==> src/rtl/vvt_pkg.sv <==
// Shared constants, types and the quarter-wave sine table of the vertex view transform.
package vvt_pkg;

  // Quarter-wave sine table depth and derived widths.
  localparam int SINE_TABLE_DEPTH = 1024;
  localparam int SINE_IDX_W       = $clog2(SINE_TABLE_DEPTH + 1);
  localparam int SINE_PROD_W      = 14 + SINE_IDX_W;
  localparam int SINE_ENT_W       = 17;
  localparam int TRIG_W           = SINE_ENT_W + 1;

  // Fixed-point constants.
  localparam longint HALF_PI_Q30  = 64'sd1686629713;
  localparam int COORD_W          = 32;
  localparam int DIFF_W           = COORD_W + 1;
  localparam int ANGLE_W          = 16;
  localparam logic signed [36:0] CENTER_X = 37'sd26214400;  // 400.0 in Q16.16
  localparam logic signed [36:0] CENTER_Y = 37'sd19660800;  // 300.0 in Q16.16

  // Configuration port.
  localparam int CFG_ADDR_W = 5;
  localparam int CFG_DATA_W = 32;

  typedef enum logic [2:0] {
    REG_CAM_X   = 3'd0,
    REG_CAM_Y   = 3'd1,
    REG_CAM_Z   = 3'd2,
    REG_YAW     = 3'd3,
    REG_PITCH   = 3'd4
  } reg_idx_t;

  // Register file contents as seen by the datapath.
  typedef struct packed {
    logic signed [COORD_W-1:0] cam_x;
    logic signed [COORD_W-1:0] cam_y;
    logic signed [COORD_W-1:0] cam_z;
    logic [ANGLE_W-1:0]        yaw_angle;
    logic [ANGLE_W-1:0]        pitch_angle;
  } cfg_regs_t;

  // Signed Q2.16 sine and cosine of both angles (18 bits, 16 fraction bits).
  typedef struct packed {
    logic signed [TRIG_W-1:0] sin_yaw;
    logic signed [TRIG_W-1:0] cos_yaw;
    logic signed [TRIG_W-1:0] sin_pitch;
    logic signed [TRIG_W-1:0] cos_pitch;
  } trig_t;

  typedef logic [SINE_ENT_W-1:0] sine_tab_t [SINE_TABLE_DEPTH+1];

  // Builds the first quadrant of sine from a Taylor series up to the x^13 term.
  function automatic sine_tab_t build_sine_tab();
    sine_tab_t tab;
    longint    x;
    longint    x2;
    longint    term;
    longint    sum;
    longint    val;
    for (int i = 0; i <= SINE_TABLE_DEPTH; i++) begin
      x    = (HALF_PI_Q30 * longint'(i)) / SINE_TABLE_DEPTH;
      x2   = (x * x) >> 30;
      sum  = x;
      term = ((x * x2) >> 30) / 6;
      sum  = sum - term;
      term = ((term * x2) >> 30) / 20;
      sum  = sum + term;
      term = ((term * x2) >> 30) / 42;
      sum  = sum - term;
      term = ((term * x2) >> 30) / 72;
      sum  = sum + term;
      term = ((term * x2) >> 30) / 110;
      sum  = sum - term;
      term = ((term * x2) >> 30) / 156;
      sum  = sum + term;
      val  = (sum + 64'sd8192) >>> 14;
      if (val > 65536) begin
        val = 65536;
      end
      if (val < 0) begin
        val = 0;
      end
      tab[i] = val[SINE_ENT_W-1:0];
    end
    return tab;
  endfunction

  localparam sine_tab_t SINE_TAB = build_sine_tab();

endpackage

==> src/rtl/vvt_cfg_regs.sv <==
// APB-style register file holding the camera position and view angles.
module vvt_cfg_regs
  import vvt_pkg::*;
(
  input  logic                  clk,
  input  logic                  rst_n,
  input  logic                  psel,
  input  logic                  penable,
  input  logic                  pwrite,
  input  logic [CFG_ADDR_W-1:0] paddr,
  input  logic [CFG_DATA_W-1:0] pwdata,
  output logic [CFG_DATA_W-1:0] prdata,
  output logic                  pready,
  output cfg_regs_t             cfg
);

  cfg_regs_t        cfg_r;
  cfg_regs_t        cfg_nxt;
  logic             wr_en;
  logic [2:0]       reg_idx;

  assign pready  = 1'b1;
  assign wr_en   = psel && penable && pwrite;
  assign reg_idx = paddr[CFG_ADDR_W-1:2];
  assign cfg     = cfg_r;

  // Register write decode; addresses past the last register are ignored.
  always_comb begin
    cfg_nxt = cfg_r;
    if (wr_en) begin
      case (reg_idx)
        REG_CAM_X: begin
          cfg_nxt.cam_x = pwdata;
        end
        REG_CAM_Y: begin
          cfg_nxt.cam_y = pwdata;
        end
        REG_CAM_Z: begin
          cfg_nxt.cam_z = pwdata;
        end
        REG_YAW: begin
          cfg_nxt.yaw_angle = pwdata[ANGLE_W-1:0];
        end
        REG_PITCH: begin
          cfg_nxt.pitch_angle = pwdata[ANGLE_W-1:0];
        end
        default: begin
          cfg_nxt = cfg_r;
        end
      endcase
    end
  end

  always_ff @(posedge clk) begin
    if (!rst_n) begin
      cfg_r <= '0;
    end else begin
      cfg_r <= cfg_nxt;
    end
  end

  // Read-back mux.
  always_comb begin
    case (reg_idx)
      REG_CAM_X: prdata = cfg_r.cam_x;
      REG_CAM_Y: prdata = cfg_r.cam_y;
      REG_CAM_Z: prdata = cfg_r.cam_z;
      REG_YAW:   prdata = {{(CFG_DATA_W-ANGLE_W){1'b0}}, cfg_r.yaw_angle};
      REG_PITCH: prdata = {{(CFG_DATA_W-ANGLE_W){1'b0}}, cfg_r.pitch_angle};
      default:   prdata = '0;
    endcase
  end

endmodule

==> config.mk <==
export PLATFORM = sky130hd
export DESIGN_NAME = vvt_cfg_regs
export DESIGN_NICKNAME = d
export VERILOG_FILES = /design/src/rtl/vvt_pkg.sv /design/src/rtl/vvt_cfg_regs.sv
export SDC_FILE = /design/constraint.sdc
export NUM_CORES = 1
export LEC_CHECK = 0
export BUFFER_PORTS_ARGS = -buffer_cell sky130_fd_sc_hd__buf_4
export CORE_MARGIN = 8
export CORE_UTILIZATION = 45
export DETAILED_ROUTE_END_ITERATION = 16
export GPL_ROUTABILITY_DRIVEN = 0
export PLACE_DENSITY = 0.77
export SYNTH_ARGS = -nofsm -noshare
export SYNTH_HDL_FRONTEND = slang
export SYNTH_SLANG_ARGS = --single-unit
==> constraint.sdc <==
create_clock -name clk -period 1.79 [get_ports clk]
set_clock_uncertainty 0.2 [all_clocks]
set_input_delay 0.179 -clock clk [delete_from_list [all_inputs] [get_ports clk]]
set_output_delay 0.179 -clock clk [all_outputs]
set_load 0.01 [all_outputs]
Yosys cells after proc, flatten, opt, wreduce, memory -nomap -nowiden
Cells that the tools add are included.

storage, ports and cells
  bits in registers = 128
  latch bits = 0
  RAM bits = 0
  ROM bits = 0
  memories = 0

operators by class
  add/subtract/negate cells = 0
  multipliers = 0
  divide/modulo/power cells = 0
  magnitude comparators = 0
  equality and inequality tests = 4
  shift-type cells = 0
  multiplexer cells = 1
  bitwise logic cells = 0
  reduce and logical (&&, ||, !) cells = 8

operator list
  operator              count
  $pmux W32 S5          1
  $reduce_and A2 Y1     5
  $eq A3 B2 Y1 const B  2
  $eq A3 B1 Y1 const B  1
  $eq A3 B3 Y1 const B  1
  $logic_not A3 Y1      1
  $logic_and A1 B1 Y1   2

Depth between registers and ports, before layout
Gate-level depths: netlist (run 1).

  depth after elaboration = 3
  gate-level depth with buffers = 7

Least setup slack after synthesis (run 1)
Ideal clock, no wire load.

  path kind = input to output
  start point = input port paddr[3]
  end point = output port prdata[24]
  arrival time = 1126 ps
  required time = 1411 ps
  path slack = 285 ps
  cell stages on the path = 6
  buffers on the path = 3
  path through = buf_4 buf_4 buf_4 mux2i_1 a2bb2oi_1 nor2_1

between the ends
  word-level cells in the longest chain between the ends = 2
  elaborated cells on any way between the ends = 6
  classes of those cells = eq/ne (4); mux (1); reduce/logical (1)

ends and longest elaborated chain
  element                                     line                text
  from (decl)                                 vvt_cfg_regs.sv:10  input logic [CFG_ADDR_W-1:0] paddr,
  $eq A3 B3 Y1, or another cell as far along  vvt_cfg_regs.sv:64  case (reg_idx)
  $pmux W32 S5 *                              vvt_cfg_regs.sv:64
  to (decl)                                   vvt_cfg_regs.sv:12  output logic [CFG_DATA_W-1:0] prdata,

Mark *: on every way between the ends. The rest lies on a longest branch, timed or not.

Worst setup path after layout (run 1)
  start point = register cfg_r (netlist bit cfg[29])
  end point = output port prdata[13]

between the ends
  word-level cells in the longest chain between the ends = 1

ends and longest elaborated chain
  element                 line                text
  from (decl)             vvt_cfg_regs.sv:17  cfg_regs_t cfg_r;
  from (signal assigned)  vvt_cfg_regs.sv:58  cfg_r <= cfg_nxt;
  $pmux W32 S5            vvt_cfg_regs.sv:64

No other way between the ends.

==> impl_results.md, run 1 <==
* Status: complete, no violations
* CP Class: flip-flop to primary output
* RSZ-0062 raised after global routing: true
* Period utilization at 98.64%
* Most common cell after layout, fill and taps aside: buf_4
* Drt via density at 5.277
* Share of post-route cells with drive strength above 1 at 31.89%
* Hold Crit Class: input port to flip-flop
* Synthesis Warnings at 0
* TNS Setup at 0 ns
* Min Tclk post-route at 1.766 ns
* Die W at 129.3 um
* P_int at 5.385 mW
* Pwr per Cell Area at 808.8 nW/um^2
* Commonest cells after routing, fill and taps aside: buf_4 (210), mux2i_1 (174), nand2_1 (160)
* Asr flop ratio synth at 0%
* Initial antenna violation count at 0
* Worst Path Required at 1.41 ns
* Design Area, Final at 8478 um^2
* Synth Cell Area at 5778 um^2
* DR iter-0 viols at 274
* Row Count at 41
* CTS root buffer: clkbuf_16
* Cells after Synth at 594
* Sw frac at 21.47%
* Max-Cap Viols at 0
* Critical Path End Type: primary output
* Layout area overhead at 46.73%
* CP Launch Type: flip-flop
* Psw at 1.472 mW
* DRT Pass-1 Iters at 6
* H-tree levels at 4
* Final Hold Fails at 0
* Post-DP HPWL at 13.12 mm
* Flop pwr share at 42.2%
* CTS sink cnt at 128
* Largest net degree at the start of global routing at 52
* Worst-path clk slew at 0.05 ns
* Max IR drop VDD at 0.5066 mV
* Grt ovf at 0
* P_leak at 3.922 nW
* TritonCTS clock tree: done
* Vias in the first global route at 5638
* Sequential area share after synthesis at 44.35%
* Global-route wire length before repair at 29.77 mm
* Yosys reg bits at 128
* Mean Syn Cell Area at 9.727 um^2
* Insertion delay to the later sink of the worst-skew pair at 0.41 ns
* ANT nets after route at 0
* Post-synth cell types at 29
* Most used DFF post-synth: dfxtp_1
* DRC violation count after routing at 0
* CP Data Arrival Time at 1.39 ns
* Final slew viol count at 0
* Syn_nets at 636
* Critical Path Fanout Max at 2
* Final setup viols at 0
* Clock group share of total power at 50.1%
* Io pins at 203
* CTS Buf Count at 17
* IO buf count at 199
* CTS Buffer Depth at 2
* Vias at 5293
* Core area at 12570 um^2
* Antenna diode count at 0
* Drt wl/cell at 18.96 um
* EDFF count, synth at 0
* Nets at 861
* DP Area at 7517 um^2
* Starting Density at 45.97%
* Total GRT Usage at 22.62%
* Min Hold Slack at 0.1500 ns
* Die H at 129.3 um
* Pwr Total at 6.857 mW
* Fmax at 566.4 MHz
* Max reg flops at 128
* WL final at 19.02 mm
* Comb power frac at 7.7%
* Die area at 16720 um^2
-- power by group through the flow --
| stage | clock, mW | combinational [mW] | sequential [mW] |
|---|---|---|---|
| final | 3.44 | 0.528 | 2.89 |
| after global routing | 3.59 | 0.562 | 2.89 |
| after CTS | 3.47 | 0.524 | 2.89 |
| after detailed placement | 0 | 0.463 | 2.95 |
| after global placement | 0 | 0.450 | 2.95 |
| after floorplan | 0 | 0.244 | 2.96 |
-- worst max-delay path: stages, from the launching register on --
cell and delay, ns:
dfxtp_2 0.32, mux2_4 0.26, a22oi_2 0.13, o22ai_2 0.10, buf_4 0.15
-- logic make-up after synthesis --
kind of cell           share of synthesized area [%]
buffers and inverters                          5.587
DFF                                            44.35
other                                        0.06490
and+or+nand+nor                                13.21
AOI/OAI and AO/OA                              6.453
muxes                                          30.34
-- per-layer routing --
layer	vias to the layer above	global-route usage [%]	routed length, um
met1	2566	24.34	7488
met5	-	0	0
li1	2476	-	-
met4	0	9.261	291
met2	223	39.98	9588
met3	28	7.436	1647
-- synthesized netlist by cell type, drive strengths merged, types with 2 or more instances --
| cell | number | area [um^2] |
|---|---|---|
| a21o | 13 | 97.59 |
| a2bb2oi | 17 | 148.9 |
| and3b | 2 | 17.52 |
| buf | 27 | 232.7 |
| clkbuf | 24 | 90.09 |
| dfxtp | 128 | 2562 |
| mux2i | 174 | 1742 |
| nand2 | 161 | 604.3 |
| nor2 | 17 | 63.81 |
| nor2b | 2 | 12.51 |
| o21ai | 2 | 10.01 |
| o22ai | 14 | 87.58 |
-- path summary, 6_finish.rpt --
check | startpoint | endpoint | slack, ns | cells after the start
setup / recovery | cfg[29] | prdata[13] | 0.02 | 4
hold / removal | penable | cfg[14] | 0.15 | 4
setup reg to reg | cfg[29] | cfg[29] | 0.85 | 3
hold reg to reg | cfg[33] | cfg[33] | 0.27 | 2
-- timing repair --
action                     CTS  global route
hold endpoints to repair   128             0
setup buffers                2             0
resized for setup            4             4
setup endpoints to repair    1             4
pin swaps                    2             4
hold buffers                33             0
-- final cells by class --
type / instances / area (um^2)
multi-input cells: 415 / 2913
flip-flops and latches: 128 / 2569
well taps: 172 / 215.2
clock buffers: 26 / 519.2
fillers: 979 / 4090
clock inverters: 5 / 75.07
repair buffers: 257 / 2187
-- stage by stage --
| step | setup WS [ns] | utilization (%) | cells |
|---|---|---|---|
| final | 0.02437 | 67.46 | 1003 |
| after CTS | -0.02701 | 67.38 | 1003 |
| after floorplan | 0.2854 | - | 594 |
| after detailed placement | 0.1029 | 59.81 | 937 |
| after global placement | 0.1468 | 59.81 | 937 |
| after global routing | -0.01800 | 67.46 | 1003 |
No activity file was read; power rests on OpenSTA's default activity.
==> inputs of run 2 (changes only) <==
--- a/config.mk
+++ b/config.mk
@@ -6,7 +6,7 @@
 export NUM_CORES = 1
 export LEC_CHECK = 0
 export BUFFER_PORTS_ARGS = -buffer_cell sky130_fd_sc_hd__buf_4
-export CORE_MARGIN = 8
+export CORE_MARGIN = 5
 export CORE_UTILIZATION = 45
 export DETAILED_ROUTE_END_ITERATION = 16
 export GPL_ROUTABILITY_DRIVEN = 0
==> run 2 against run 1 <==
  * The flow now finishes with violations (negative setup slack)
  * Final area rose by 0.96%
  * Worst setup slack got worse by 0.032 ns
  * Register-to-register slack got worse by 0.44 ns
  * Count of clock-buffer cells in the layout fell by 7
  * Clock power rose by 12%
  * Die area fell by 9.1%
  * First-iteration DRC count rose by 53%
  * Core utilization rose by 0.37 points
  * Combinational power fell by 1%
==> impl_results.md, run 2 (synthesized netlist as in run 1, its figures left out) <==
* Hold path depth at 3
* Drt via density at 5.248
* CP cell instances: mux2_4, a22oi_2, o22ai_2, buf_4
* RSZ-0062 raised after global routing: true
* Critical Path End Type: primary output
* CP Data Arrival Time at 1.42 ns
* Grt ovf at 0
* Hold Path End: cfg[10]
* Fillers at 988
* Post-DP HPWL at 12.45 mm
* Setup crit start: cfg[77]
* Final slew viol count at 0
* Post-placement cell count at 938
* Most common cell after layout, fill and taps aside: buf_4
* Max reg flops at 128
* DRC violation count after routing at 0
* Final setup viols at 1
* Slowest stage delay, CP at 0.32 ns
* CP Class: flip-flop to primary output
* Hold path start: penable
* Critical Path Fanout Max at 2
* Cell depth of the worst flop-to-flop path at 3
* Largest net degree at the start of global routing at 55
* Vias at 5290
* IO buf count at 199
* Io pins at 203
* DRT Pass-1 Iters at 6
* Insertion delay to the later sink of the worst-skew pair at 0.41 ns
* Final Hold Fails at 0
* Starting Density at 45.79%
* Total GRT Usage at 24.34%
* Max-Cap Viols at 0
* Die area at 15210 um^2
* Min Hold Slack at 0.1296 ns
* Layout area overhead at 48.14%
* Antenna diode count at 0
* Reg2reg end: cfg[123]
* CTS Buf Count at 17
* CTS Buffer Depth at 2
* H-tree levels at 4
* Slowest cell on the critical path: dfxtp_2
* Fmax at 556.3 MHz
* Row Count at 41
* Core area at 12620 um^2
* Critical path's top delay family: flip-flops
* Commonest cells after routing, fill and taps aside: buf_4 (214), mux2i_1 (174), nand2_1 (160)
* P_leak at 3.972 nW
* CTS root buffer: clkbuf_16
* R2R Setup Slk at 0.41 ns
* Pwr per Cell Area at 848.5 nW/um^2
* Die W at 123.3 um
* DR iter-0 viols at 420
* TritonCTS clock tree: done
* Max IR drop VDD at 0.4997 mV
* Drt wl/cell at 18.22 um
* Failing checks: negative setup slack
* Pwr Total at 7.262 mW
* Setup ws final at -0.007501 ns
* FF+latch area at 2567 um^2
* R2r startpoint: cfg[123]
* Share of post-route cells with drive strength above 1 at 32.42%
* Min Tclk post-route at 1.798 ns
* CP Buf/Inv Count at 1
* Multi-input gate area at 2919 um^2
* Non-filler cells, final at 1008
* Worst-path clk slew at 0.06 ns
* Vias in the first global route at 5563
* WL final at 18.37 mm
* Global-route wire length before repair at 28.92 mm
* Initial antenna violation count at 0
* Hold Crit Class: input port to flip-flop
* ANT nets after route at 0
* Period utilization at 100.4%
* Nets at 865
* Worst Path Required at 1.41 ns
* Die H at 123.3 um
* Fin util at 67.83%
* Status: finished, violations left
* CTS sink cnt at 128
* CP Launch Type: flip-flop
[run 2: changes by cell type in the layout (fill, tap and decap cells not counted)]
cell / change
buf_4: +4
clkbuf_8: -4
bufinv_16: +3
clkbuf_1: -3
buf_12: -2
clkinv_4: +2
dlygate4sd3_1: +2
inv_6: +2
a2bb2oi_1: -1
a2bb2oi_2: +1
clkinvlp_4: +1
dfxtp_1: +1
dfxtp_2: -1
[run 2: through the flow]
step                setup TNS (ns)  instance area, um^2  setup WS (ns)
floorplan                        0                 5778         0.2854
global placement                 0                 7500         0.1116
detailed placement               0                 7500        0.08212
CTS                       -0.04544                 8543       -0.04544
global route              -0.04363                 8559       -0.04363
finish                   -0.007501                 8559      -0.007501
[run 2: worst max path at each step]
stage                       endpoint  cells after the start
after floorplan           prdata[24]                      6
after global placement    prdata[19]                      6
after global routing      prdata[13]                      4
after detailed placement     cfg[84]                      5
after CTS                 prdata[13]                      4
final                     prdata[13]                      4
[run 2: timing repair]
item / CTS / global route
hold buffers: 35 / 0
hold endpoints to repair: 125 / 0
setup buffers: 2 / 1
resized for setup: 6 / 3
endpoints found under the setup margin: 1 / 5
pin swaps: 2 / 5
[run 2: where the power goes]
group / switching, mW / internal [mW]
logic: 0.268 / 0.254
clock network: 1.30 / 2.55
registers: 0.0187 / 2.87
[run 2: routing by layer]
metal  routed length (um)  global-route usage [%]  part of all wire, %  up-vias
met4                  361                   8.512                  2.0        0
met5                    0                       0                    0        -
met3                 1376                   7.228                  7.5       33
li1                     -                       -                    -     2495
met2                 9232                   42.54                   50      221
met1                 7394                   28.28                   40     2541
[run 2: final cells by class]
type	count	share of cell area, %
clock buffer	19	5.292
sequential	128	30.00
clock inverter	13	2.427
timing repair buffer	261	25.67
multi-input combinational	415	34.10
tap	172	2.514
[run 2: tightest hold or removal path, stage by stage]
cell and delay (ns):
buf_4 0.11, and4_4 0.25, mux2i_1 0.15
==> inputs of run 3 (changes only) <==
--- a/config.mk
+++ b/config.mk
@@ -10,7 +10,7 @@
 export CORE_UTILIZATION = 45
 export DETAILED_ROUTE_END_ITERATION = 16
 export GPL_ROUTABILITY_DRIVEN = 0
-export PLACE_DENSITY = 0.77
+export PLACE_DENSITY = 0.73
 export SYNTH_ARGS = -nofsm -noshare
 export SYNTH_HDL_FRONTEND = slang
 export SYNTH_SLANG_ARGS = --single-unit
==> run 3 against run 2 <==
  * Global-route usage is 0.80 points lower
  * Clock power is 17% lower
  * Highest routed layer unchanged
  * Critical path type unchanged
  * The run now ends clean
  * Sequential share of layout area is 0.73 points higher
  * First-iteration DRC count is 36% lower
==> impl_results.md, run 3 (synthesized netlist as in run 1, its figures left out) <==
* Status: complete, no violations
* Min Tclk post-route at 1.742 ns
* CP Data Arrival Time at 1.36 ns
* Max IR drop VDD at 0.4686 mV
* CTS root buffer: clkbuf_16
* Starting Density at 45.79%
* Total GRT Usage at 23.54%
* CP Class: flip-flop to primary output
* CP Buf/Inv Count at 1
* Critical Path Fanout Max at 2
* Vias at 5232
* P_leak at 3.859 nW
* H-tree levels at 4
* Io pins at 203
* Worst Path Required at 1.41 ns
* Insertion delay to the later sink of the worst-skew pair at 0.40 ns
* Drt wl/cell at 17.94 um
* Critical path's top delay family: flip-flops
* Post-DP HPWL at 12.55 mm
* Antenna diode count at 0
* CP Launch Type: flip-flop
* Max-Cap Viols at 0
* Hold Crit Class: input port to flip-flop
* Die area at 15210 um^2
* Grt ovf at 0
* Slowest stage delay, CP at 0.31 ns
* Layout area overhead at 44.54%
* DRC violation count after routing at 0
* Final Hold Fails at 0
* TritonCTS clock tree: done
* Pwr Total at 6.596 mW
* IO buf count at 199
* DRT Pass-1 Iters at 4
* Most common cell after layout, fill and taps aside: buf_4
* Max reg flops at 128
* Final setup viols at 0
* Drt via density at 5.253
* Largest net degree at the start of global routing at 103
* Fillers at 1039
* RSZ-0062 raised after global routing: true
* Initial antenna violation count at 0
* Global-route wire length before repair at 28.06 mm
* CTS Buf Count at 17
* Die W at 123.3 um
* WL final at 17.87 mm
* Critical Path End Type: primary output
* ANT nets after route at 0
* Die H at 123.3 um
* CTS Buffer Depth at 2
* CP cell instances: mux2_4, a22oi_2, o22ai_2, buf_4
* Share of post-route cells with drive strength above 1 at 31.43%
* Core area at 12620 um^2
* Final slew viol count at 0
* Pwr per Cell Area at 789.8 nW/um^2
* Commonest cells after routing, fill and taps aside: buf_4 (208), mux2i_1 (174), nand2_1 (160)
* Nets at 855
* DR iter-0 viols at 267
* Slowest cell on the critical path: dfxtp_2
* Row Count at 41
* CTS sink cnt at 128
* Period utilization at 97.31%
* Fmax at 574.1 MHz
* Worst-path clk slew at 0.05 ns
* Vias in the first global route at 5415
* Fin util at 66.18%
run 3: cell count changes in the layout (fill, tap and decap cells not counted), sizes merged:
cell and delta:
buf -7, clkbuf +5, bufinv -4, dlygate4sd3 -3
inv -2, clkinv -1
run 3: per-stage QoR:
stage                     hold slack, ns  cell area (um^2)  setup TNS [ns]  worst slack (ns)  instances
final                            0.09969              8352               0           0.04821        996
after global routing              0.1073              8352        -0.01176          -0.01176        996
after CTS                        0.08938              8338       -0.004967         -0.004967        996
after detailed placement          0.2672              7442               0           0.01855        932
after global placement            0.2576              7442               0           0.05508        932
after floorplan                   0.1621              5778               0            0.2854        594
run 3: power by group:
group	switching, mW	internal, mW	total [mW]
logic	0.264	0.243	0.507
clock network	1.17	2.03	3.20
registers	0.0188	2.87	2.89
run 3: cell type report:
class	instances	area (um^2)	area share (%)
flip-flops and latches	128	2566	30.73
multi-input cells	415	2919	34.95
repair buffers	251	2102	25.17
clock buffers	24	491.7	5.888
well taps	172	215.2	2.577
clock inverters	6	57.56	0.6891
run 3: worst reg2reg max path: cells and delay by family, from the launching register on:
family	cells	cell delay (ns)
simple gates	1	0.10
flops	1	0.41
mux	1	0.15
run 3: layer usage:
metal | up-vias | wire (um) | global-route usage, %
met4 | 0 | 216 | 8.028
li1 | 2471 | - | -
met2 | 194 | 8968 | 41.52
met5 | - | 0 | 0
met1 | 2548 | 7363 | 27.36
met3 | 19 | 1316 | 6.587
run 3: path summary, 6_finish.rpt:
| kind | startpoint | end | slack [ns] | cells past startpoint |
|---|---|---|---|---|
| worst max-delay path | cfg[77] | prdata[13] | 0.05 | 4 |
| worst min-delay path | rst_n | cfg[93] | 0.1 | 4 |
| worst max register to register | cfg[7] | cfg[7] | 0.86 | 2 |
| worst min register to register | cfg[102] | cfg[102] | 0.27 | 2 |
run 3: timing repair:
action | CTS | global route
hold buffers | 32 | 0
pin swaps | 2 | 2
buffers inserted | 2 | 0
gates resized for setup | 4 | 4
endpoints found under the hold margin | 124 | 0
setup endpoints to repair | 1 | 12
